[config.mk]
export PLATFORM = sky130hd
export DESIGN_NAME = server_selection_scheduler
export DESIGN_NICKNAME = d
export VERILOG_FILES = /design/src/rtl/core/sss_pkg.sv /design/src/rtl/core/sss_sched.sv /design/src/rtl/core/server_selection_scheduler.sv
export SDC_FILE = /design/constraint.sdc
export NUM_CORES = 1
export LEC_CHECK = 0
export BUFFER_PORTS_ARGS = -buffer_cell sky130_fd_sc_hd__buf_4
export CELL_PAD_IN_SITES_DETAIL_PLACEMENT = 0
export CELL_PAD_IN_SITES_GLOBAL_PLACEMENT = 2
export CORE_MARGIN = 8
export CORE_UTILIZATION = 35
export CTS_BUF_LIST = sky130_fd_sc_hd__clkbuf_4 sky130_fd_sc_hd__clkbuf_8
export DETAILED_ROUTE_END_ITERATION = 12
export GPL_TIMING_DRIVEN = 0
export PLACE_DENSITY = 0.73
export SLEW_MARGIN = 20
export SYNTH_ARGS = -nofsm -noshare
export SYNTH_HDL_FRONTEND = slang
export SYNTH_SLANG_ARGS = --single-unit
[constraint.sdc]
create_clock -name clk_i -period 12.2 [get_ports clk_i]
set_input_delay 1.83 -clock clk_i [delete_from_list [all_inputs] [get_ports clk_i]]
set_output_delay 1.83 -clock clk_i [all_outputs]
set_load 0.02 [all_outputs]
[src/rtl/core/sss_pkg.sv]
// Shared types, widths and codes for the server selection scheduler.
package sss_pkg;

  localparam int unsigned MaxServersDef = 16;

  localparam int unsigned ModeW  = 3;
  localparam int unsigned CntW   = 5;
  localparam int unsigned SrvW   = 5;
  localparam int unsigned TagW   = 16;
  localparam int unsigned WIdxW  = 4;
  localparam int unsigned WValW  = 8;

  localparam int unsigned InDataW  = 32;
  localparam int unsigned OutDataW = 24;
  localparam int unsigned AddrW    = 3;
  localparam int unsigned RegW     = 32;

  typedef enum logic [ModeW-1:0] {
    PolRoundRobin = 3'd1,
    PolSweep      = 3'd2,
    PolOddEven    = 3'd3,
    PolWeighted   = 3'd4
  } policy_e;

  typedef enum logic {
    OpRequest = 1'b0,
    OpLoad    = 1'b1
  } op_e;

  typedef enum logic {
    RegPolicy = 1'b0,
    RegCount  = 1'b1
  } reg_e;

  typedef struct packed {
    logic            hit;
    logic [SrvW-1:0] server;
  } sss_res_t;

endpackage

[src/rtl/core/sss_sched.sv]
// Pointer, sweep phase and weight tables with the per-beat selection logic.
module sss_sched #(
  parameter int unsigned MaxServers = sss_pkg::MaxServersDef
) (
  input  logic                      clk_i,
  input  logic                      rst_ni,
  input  logic                      req_i,
  input  logic                      load_i,
  input  logic [sss_pkg::WIdxW-1:0] weight_index_i,
  input  logic [sss_pkg::WValW-1:0] weight_value_i,
  input  logic [sss_pkg::ModeW-1:0] mode_i,
  input  logic [sss_pkg::CntW-1:0]  count_i,
  output sss_pkg::sss_res_t         res_o
);
  import sss_pkg::*;

  localparam int unsigned CntMax = (1 << CntW) - 1;
  localparam int unsigned Depth  = (MaxServers < CntMax) ? MaxServers : CntMax;
  localparam int unsigned IdxW   = (Depth > 1) ? $clog2(Depth) : 1;

  logic [SrvW-1:0]  ptr_q, ptr_d;
  logic             phase_q, phase_d;
  logic [WValW-1:0] rem_q  [Depth];
  logic [WValW-1:0] orig_q [Depth];

  logic [SrvW-1:0]  n;
  logic [SrvW-1:0]  cur;
  logic [SrvW-1:0]  k;
  logic [IdxW-1:0]  kidx;
  logic [WValW-1:0] rem_rd, orig_rd, w_dec, w_new;
  logic             mode_ok, hit, at_top, near_top, wt_we;
  logic [WValW-1:0] wv;

  always_comb begin
    n = SrvW'(count_i);
    if (n == '0) begin
      n = SrvW'(1);
    end
    if (n > SrvW'(Depth)) begin
      n = SrvW'(Depth);
    end
  end

  assign cur  = (ptr_q == '0 || ptr_q > n) ? SrvW'(1) : ptr_q;
  assign k    = cur - SrvW'(1);
  assign kidx = k[IdxW-1:0];

  assign rem_rd  = rem_q[kidx];
  assign orig_rd = orig_q[kidx];
  assign w_dec   = (rem_rd == '0) ? '0 : rem_rd - WValW'(1);

  assign mode_ok = (mode_i == PolRoundRobin) || (mode_i == PolSweep) ||
                   (mode_i == PolOddEven) || (mode_i == PolWeighted);
  assign hit      = req_i && mode_ok;
  assign at_top   = (cur >= n);
  assign near_top = ({1'b0, cur} + (SrvW+1)'(2)) > {1'b0, n};

  always_comb begin
    ptr_d   = ptr_q;
    phase_d = phase_q;
    wt_we   = 1'b0;
    w_new   = w_dec;
    if (hit) begin
      ptr_d = cur;
      unique case (mode_i)
        PolRoundRobin: begin
          ptr_d = at_top ? SrvW'(1) : cur + SrvW'(1);
        end
        PolSweep: begin
          if (!phase_q) begin
            if (at_top) begin
              ptr_d   = (n >= SrvW'(2)) ? n - SrvW'(1) : SrvW'(1);
              phase_d = 1'b1;
            end else begin
              ptr_d = cur + SrvW'(1);
            end
          end else begin
            if (cur <= SrvW'(1)) begin
              ptr_d   = (n >= SrvW'(2)) ? SrvW'(2) : SrvW'(1);
              phase_d = 1'b0;
            end else begin
              ptr_d = cur - SrvW'(1);
            end
          end
        end
        PolOddEven: begin
          if (n > SrvW'(1)) begin
            if (near_top) begin
              ptr_d   = phase_q ? SrvW'(1) : SrvW'(2);
              phase_d = ~phase_q;
            end else begin
              ptr_d = cur + SrvW'(2);
            end
          end
        end
        PolWeighted: begin
          wt_we = 1'b1;
          if (w_dec == '0) begin
            w_new = orig_rd;
            ptr_d = at_top ? SrvW'(1) : cur + SrvW'(1);
          end
        end
        default: begin
          ptr_d = ptr_q;
        end
      endcase
    end
  end

  assign wv = (weight_value_i == '0) ? WValW'(1) : weight_value_i;

  always_ff @(posedge clk_i or negedge rst_ni) begin
    if (!rst_ni) begin
      ptr_q   <= SrvW'(1);
      phase_q <= 1'b0;
    end else begin
      ptr_q   <= ptr_d;
      phase_q <= phase_d;
    end
  end

  always_ff @(posedge clk_i or negedge rst_ni) begin
    if (!rst_ni) begin
      for (int i = 0; i < Depth; i++) begin
        rem_q[i]  <= WValW'(1);
        orig_q[i] <= WValW'(1);
      end
    end else begin
      for (int i = 0; i < Depth; i++) begin
        if (load_i && 32'(weight_index_i) == i) begin
          rem_q[i]  <= wv;
          orig_q[i] <= wv;
        end else if (wt_we && 32'(k) == i) begin
          rem_q[i] <= w_new;
        end
      end
    end
  end

  assign res_o.hit    = hit;
  assign res_o.server = cur;

`ifndef ASSERT_OFF
  a_ptr_nonzero : assert property (@(posedge clk_i) disable iff (!rst_ni)
    ptr_q != '0)
    else $error("pointer is zero");

  a_load_sync : assert property (@(posedge clk_i) disable iff (!rst_ni)
    (load_i && 32'(weight_index_i) < Depth) |=>
      rem_q[IdxW'($past(weight_index_i))] == orig_q[IdxW'($past(weight_index_i))])
    else $error("loaded weight not mirrored");

  a_rem_live : assert property (@(posedge clk_i) disable iff (!rst_ni)
    (hit && mode_i == PolWeighted) |-> rem_rd != '0)
    else $error("remaining weight reached zero without reload");
`endif

endmodule

[src/rtl/core/server_selection_scheduler.sv]
// Top level of the server selection scheduler: stream ports, APB registers, result register.
//
// A request picks its server in the cycle it is accepted, from the pointer, sweep phase and one
// weight read-modify-write, and the result appears in the output register on the next cycle;
// the input stays ready while the output register is empty or being drained, so requests and
// weight loads stream at one per cycle. A weight load and a request under an undefined policy
// give no result. The weight tables come out of reset already holding 1, with no start-up sweep.
// The user must write registers only while the block is idle; the block does not enforce it.
module server_selection_scheduler #(
  parameter int unsigned MaxServers = sss_pkg::MaxServersDef
) (
  input  logic                         clk_i,
  input  logic                         rst_ni,
  input  logic                         s_axis_tvalid,
  output logic                         s_axis_tready,
  // [15:0] request_tag, [19:16] weight_index, [27:20] weight_value, [31:28] zero
  input  logic [sss_pkg::InDataW-1:0]  s_axis_tdata,
  // [0] op
  input  logic                         s_axis_tuser,
  output logic                         m_axis_tvalid,
  input  logic                         m_axis_tready,
  // [4:0] server_number, [20:5] tag_out, [23:21] zero
  output logic [sss_pkg::OutDataW-1:0] m_axis_tdata,
  input  logic                         psel,
  input  logic                         penable,
  input  logic                         pwrite,
  input  logic [sss_pkg::AddrW-1:0]    paddr,
  input  logic [sss_pkg::RegW-1:0]     pwdata,
  output logic [sss_pkg::RegW-1:0]     prdata,
  output logic                         pready
);
  import sss_pkg::*;

  logic [ModeW-1:0] mode_q;
  logic [CntW-1:0]  count_q;
  logic             cfg_we;
  reg_e             reg_sel;

  logic             s_acc, req, load;
  sss_res_t         res;

  logic             out_valid_q, out_valid_d;
  logic [SrvW-1:0]  srv_q;
  logic [TagW-1:0]  tag_q;

  assign pready  = 1'b1;
  assign cfg_we  = psel && penable && pwrite && pready;
  assign reg_sel = reg_e'(paddr[2]);

  always_ff @(posedge clk_i or negedge rst_ni) begin
    if (!rst_ni) begin
      mode_q  <= ModeW'(1);
      count_q <= CntW'(1);
    end else if (cfg_we) begin
      unique case (reg_sel)
        RegPolicy: mode_q  <= pwdata[ModeW-1:0];
        RegCount:  count_q <= pwdata[CntW-1:0];
        default:   mode_q  <= mode_q;
      endcase
    end
  end

  always_comb begin
    unique case (reg_sel)
      RegPolicy: prdata = RegW'(mode_q);
      RegCount:  prdata = RegW'(count_q);
      default:   prdata = '0;
    endcase
  end

  assign s_axis_tready = !out_valid_q || m_axis_tready;
  assign s_acc         = s_axis_tvalid && s_axis_tready;
  assign req           = s_acc && (s_axis_tuser == OpRequest);
  assign load          = s_acc && (s_axis_tuser == OpLoad);

  sss_sched #(
    .MaxServers (MaxServers)
  ) u_sched (
    .clk_i          (clk_i),
    .rst_ni         (rst_ni),
    .req_i          (req),
    .load_i         (load),
    .weight_index_i (s_axis_tdata[19:16]),
    .weight_value_i (s_axis_tdata[27:20]),
    .mode_i         (mode_q),
    .count_i        (count_q),
    .res_o          (res)
  );

  always_comb begin
    out_valid_d = out_valid_q;
    if (res.hit) begin
      out_valid_d = 1'b1;
    end else if (m_axis_tready) begin
      out_valid_d = 1'b0;
    end
  end

  always_ff @(posedge clk_i or negedge rst_ni) begin
    if (!rst_ni) begin
      out_valid_q <= 1'b0;
    end else begin
      out_valid_q <= out_valid_d;
    end
  end

  always_ff @(posedge clk_i) begin
    if (res.hit) begin
      srv_q <= res.server;
      tag_q <= s_axis_tdata[TagW-1:0];
    end
  end

  assign m_axis_tvalid = out_valid_q;
  assign m_axis_tdata  = {(OutDataW-TagW-SrvW)'(0), tag_q, srv_q};

`ifndef ASSERT_OFF
  a_hit_to_out : assert property (@(posedge clk_i) disable iff (!rst_ni)
    res.hit |=> out_valid_q)
    else $error("selected request lost");

  a_srv_range : assert property (@(posedge clk_i) disable iff (!rst_ni)
    out_valid_q |-> (srv_q != '0 && 32'(srv_q) <= MaxServers))
    else $error("server number out of range");

  a_stall_full : assert property (@(posedge clk_i) disable iff (!rst_ni)
    !s_axis_tready |-> (out_valid_q && !m_axis_tready))
    else $error("input stalled with output free");
`endif

endmodule

==> metrics <==
initial antenna violation count 0; worst skew pair latency 0.67 ns; Final period util 87.0%; Final Slew Violations 0; Total Routing Usage GR 19.5%; Ant. Diodes 0; die span in y 223 um; HP Class flop to flop; number of cell rows 76; post_cts resized 0; reg2reg end u_sched.rem_q[33]$_DFFE_PN0P_; hold wc startpoint u_sched.orig_q[94]$_DFFE_PN0P_; Fin. Hold Viols 0; total I/O pin count 134; drt drc 0; Clock Path Buffers 3; Routed Antenna Nets 0; layout cell share with drive strength beyond 1 30.8%; Max-slew headroom 23.8%; Hold Path Stages 1; main flop type after synthesis dfrtp_1; Period minus WS final 10.62 ns; Crit path largest cell delay 0.76 ns; drt wl/cell 23.8 um; M3 GR Usage 4.39%; r2r startpoint count_q[4]$_DFFE_PN0P_; setup violators final 0; core area 42800 sq um; CP endpoint kind flop; TritonCTS clock tree done; sequential share of the synthesized area 49.5%; Hold EP u_sched.orig_q[94]$_DFFE_PN0P_; worst-margin pin slew 1.14 ns; Mapped Cells 1293; crit-path max FO 13; Routability Congestion 0.817; Die Area 49900 sq um; synthesized flop and latch total 292; fin nets 1552; asr flop ratio synth 92.8%; Total Wirelength 48700 um; unrepaired setup endpoints after global routing false; CTS buffer count 53; CTS sink cnt 292; met2 Use GR 31.6%; 1st-iter DRT viols 861; clk slew on worst S/H paths 0.06 ns; Syn Area/Cell 11.7 sq um; first-pass GRT wire length 75300 um; synth unique cells 64; number of global-route vias before repair 11800; CP arrival 11.10 ns; DR pass1 iterations 6; critical path type flop to flop; Syn Std Cell Area 15100 sq um; via count 11400; flop-to-flop setup slack 1.58 ns; routing usage on met1 26.2%; max-cap violation count 0; CP Data Required Time 12.68 ns; busiest grt layer met2; CP startpoint kind flop; largest net degree at the start of global routing 96; Area Growth Syn to Fin 17.6%; setup TNS 0 ns; number of synthesized flops with an enable pin 21; post-DP HPWL 35100 um; Hold-fix buffers, CTS 0; GRT overflow 0; buffers added on ports 67; Via density 5.61; status completed; Initial Utilization 35.2%; Worst path slowest cell buf_1; root buf cell clkbuf_8; cell repeated most along the worst path buf_2; Worst Skew 0.0593 ns; setup bufs post-CTS 0; fmax 0.0942 GHz; H-tree depth 2; Die Span X 223 um; reg2reg path depth 27; Ys Warns 0
## metrics by stage
step                      hold slack [ns]  setup slack (ns)  cell area, sq um  instances  util (%)
after floorplan                     0.468              5.06             15200       1322         -
after global placement              0.481              1.71             16400       1935      38.2
after detailed placement            0.487              1.71             16500       1942      38.6
after CTS                           0.503              1.67             17700       2041      41.4
after global routing                0.510             0.890             17700       2041      41.4
final                               0.499              1.58             17700       2041      41.4
## layout make-up
class,count,area (sq um)
Tap cell,546,683
Multi-Input combinational cell,887,7090
Sequential cell,292,7460
Inverter,25,93.8
Fill cell,4115,25100
Clock buffer,93,1120
Clock inverter,6,83.8
Buffer,118,579
Timing Repair Buffer,74,603
## worst max path at each step
stage / startpoint / endpoint / slack (ns) / cells after the start
after floorplan: count_q[4]$_DFFE_PN0P_ / u_sched.ptr_q[2]$_DFFE_PN0P_ / 5.06 / 27
after global placement: count_q[4]$_DFFE_PN0P_ / u_sched.rem_q[33]$_DFFE_PN0P_ / 1.71 / 27
after detailed placement: count_q[4]$_DFFE_PN0P_ / u_sched.rem_q[49]$_DFFE_PN0P_ / 1.71 / 27
after CTS: count_q[4]$_DFFE_PN0P_ / u_sched.rem_q[41]$_DFFE_PN0P_ / 1.67 / 27
after global routing: count_q[4]$_DFFE_PN0P_ / u_sched.rem_q[57]$_DFFE_PN0P_ / 0.89 / 27
final: count_q[4]$_DFFE_PN0P_ / u_sched.rem_q[33]$_DFFE_PN0P_ / 1.58 / 27
## sequential cells by signal, summed over array words and instances, names as in the netlist
register	count
srv_q	5
u_sched.phase_q	1
m_axis_tvalid	1
u_sched.orig_q	128
u_sched.ptr_q	5
u_sched.rem_q	128
count_q	5
tag_q	16
mode_q	3
## worst max-delay path, delay by kind of cell, from the launching register on
| kind | cells | cell delay [ns] |
|---|---|---|
| AOI/OAI and AO/OA | 6 | 2.13 |
| adders and majority gates | 3 | 0.81 |
| buffers and inverters | 12 | 4.80 |
| DFF | 1 | 0.46 |
| muxes | 2 | 1.22 |
| and+or+nand+nor | 4 | 1.02 |
## cell families (layout without fill, tap and decap cells)
kind of cell,after synthesis,after routing,share of synthesized area [%]
AOI/OAI and AO/OA,404,404,16.9
DFF,292,292,49.5
and+or+nand+nor,217,217,6.75
muxes,197,197,19.4
buffers and inverters,143,316,4.47
adders and majority gates,27,27,2.23
xor gates and xnor gates,11,11,0.639
other,2,31,0.0498
## synthesized netlist by cell type (26+ instances only)
master,number,area [sq um]
o21ai_0,162,811
dfrtp_1,236,5910
clkbuf_1,71,267
buf_4,32,240
a22oi_1,146,1100
ha_1,26,325
mux4_2,64,1440
nor2_1,63,236
nand2_1,59,221
mux2_2,126,1420
dfstp_2,35,920
a21oi_1,56,280
nand3_1,31,155
## cell usage in the layout (no fill, tap or decap), drive strengths merged, types with 2 or more instances in the layout
master,synthesis,routed
dfstp,35,35
or2,3,3
a22oi,146,146
nor2,63,63
clkinv,0,2
nand2b,7,7
o2111ai,2,2
nor2b,4,4
clkbuf,71,164
o21a,4,4
a221oi,3,3
nor3,16,16
mux2i,7,7
conb,2,31
dfrtp,236,236
o21ai,163,163
mux4,64,64
a31oi,3,3
inv,25,28
a21oi,58,58
nand3,31,31
nand2,59,59
and2,9,9
a21o,4,4
ha,26,26
or3,2,2
and3,4,4
nand4,9,9
xor2,2,2
a2111oi,2,2
nor4b,2,2
nor4,6,6
buf,47,121
edfxtp,21,21
o211ai,4,4
mux2,126,126
xnor2,9,9
## layer usage
| layer | share of wire [%] | vias to the layer above |
|---|---|---|
| met5 | 0 | - |
| met4 | 2.0 | 0 |
| met3 | 6.0 | 65 |
| met2 | 48 | 327 |
| met1 | 44 | 5898 |
| li1 | - | 5155 |
Power is left out: the tool's default activity adds up to more than one toggle a clock period on the data nets, which glitch-free logic cannot reach.
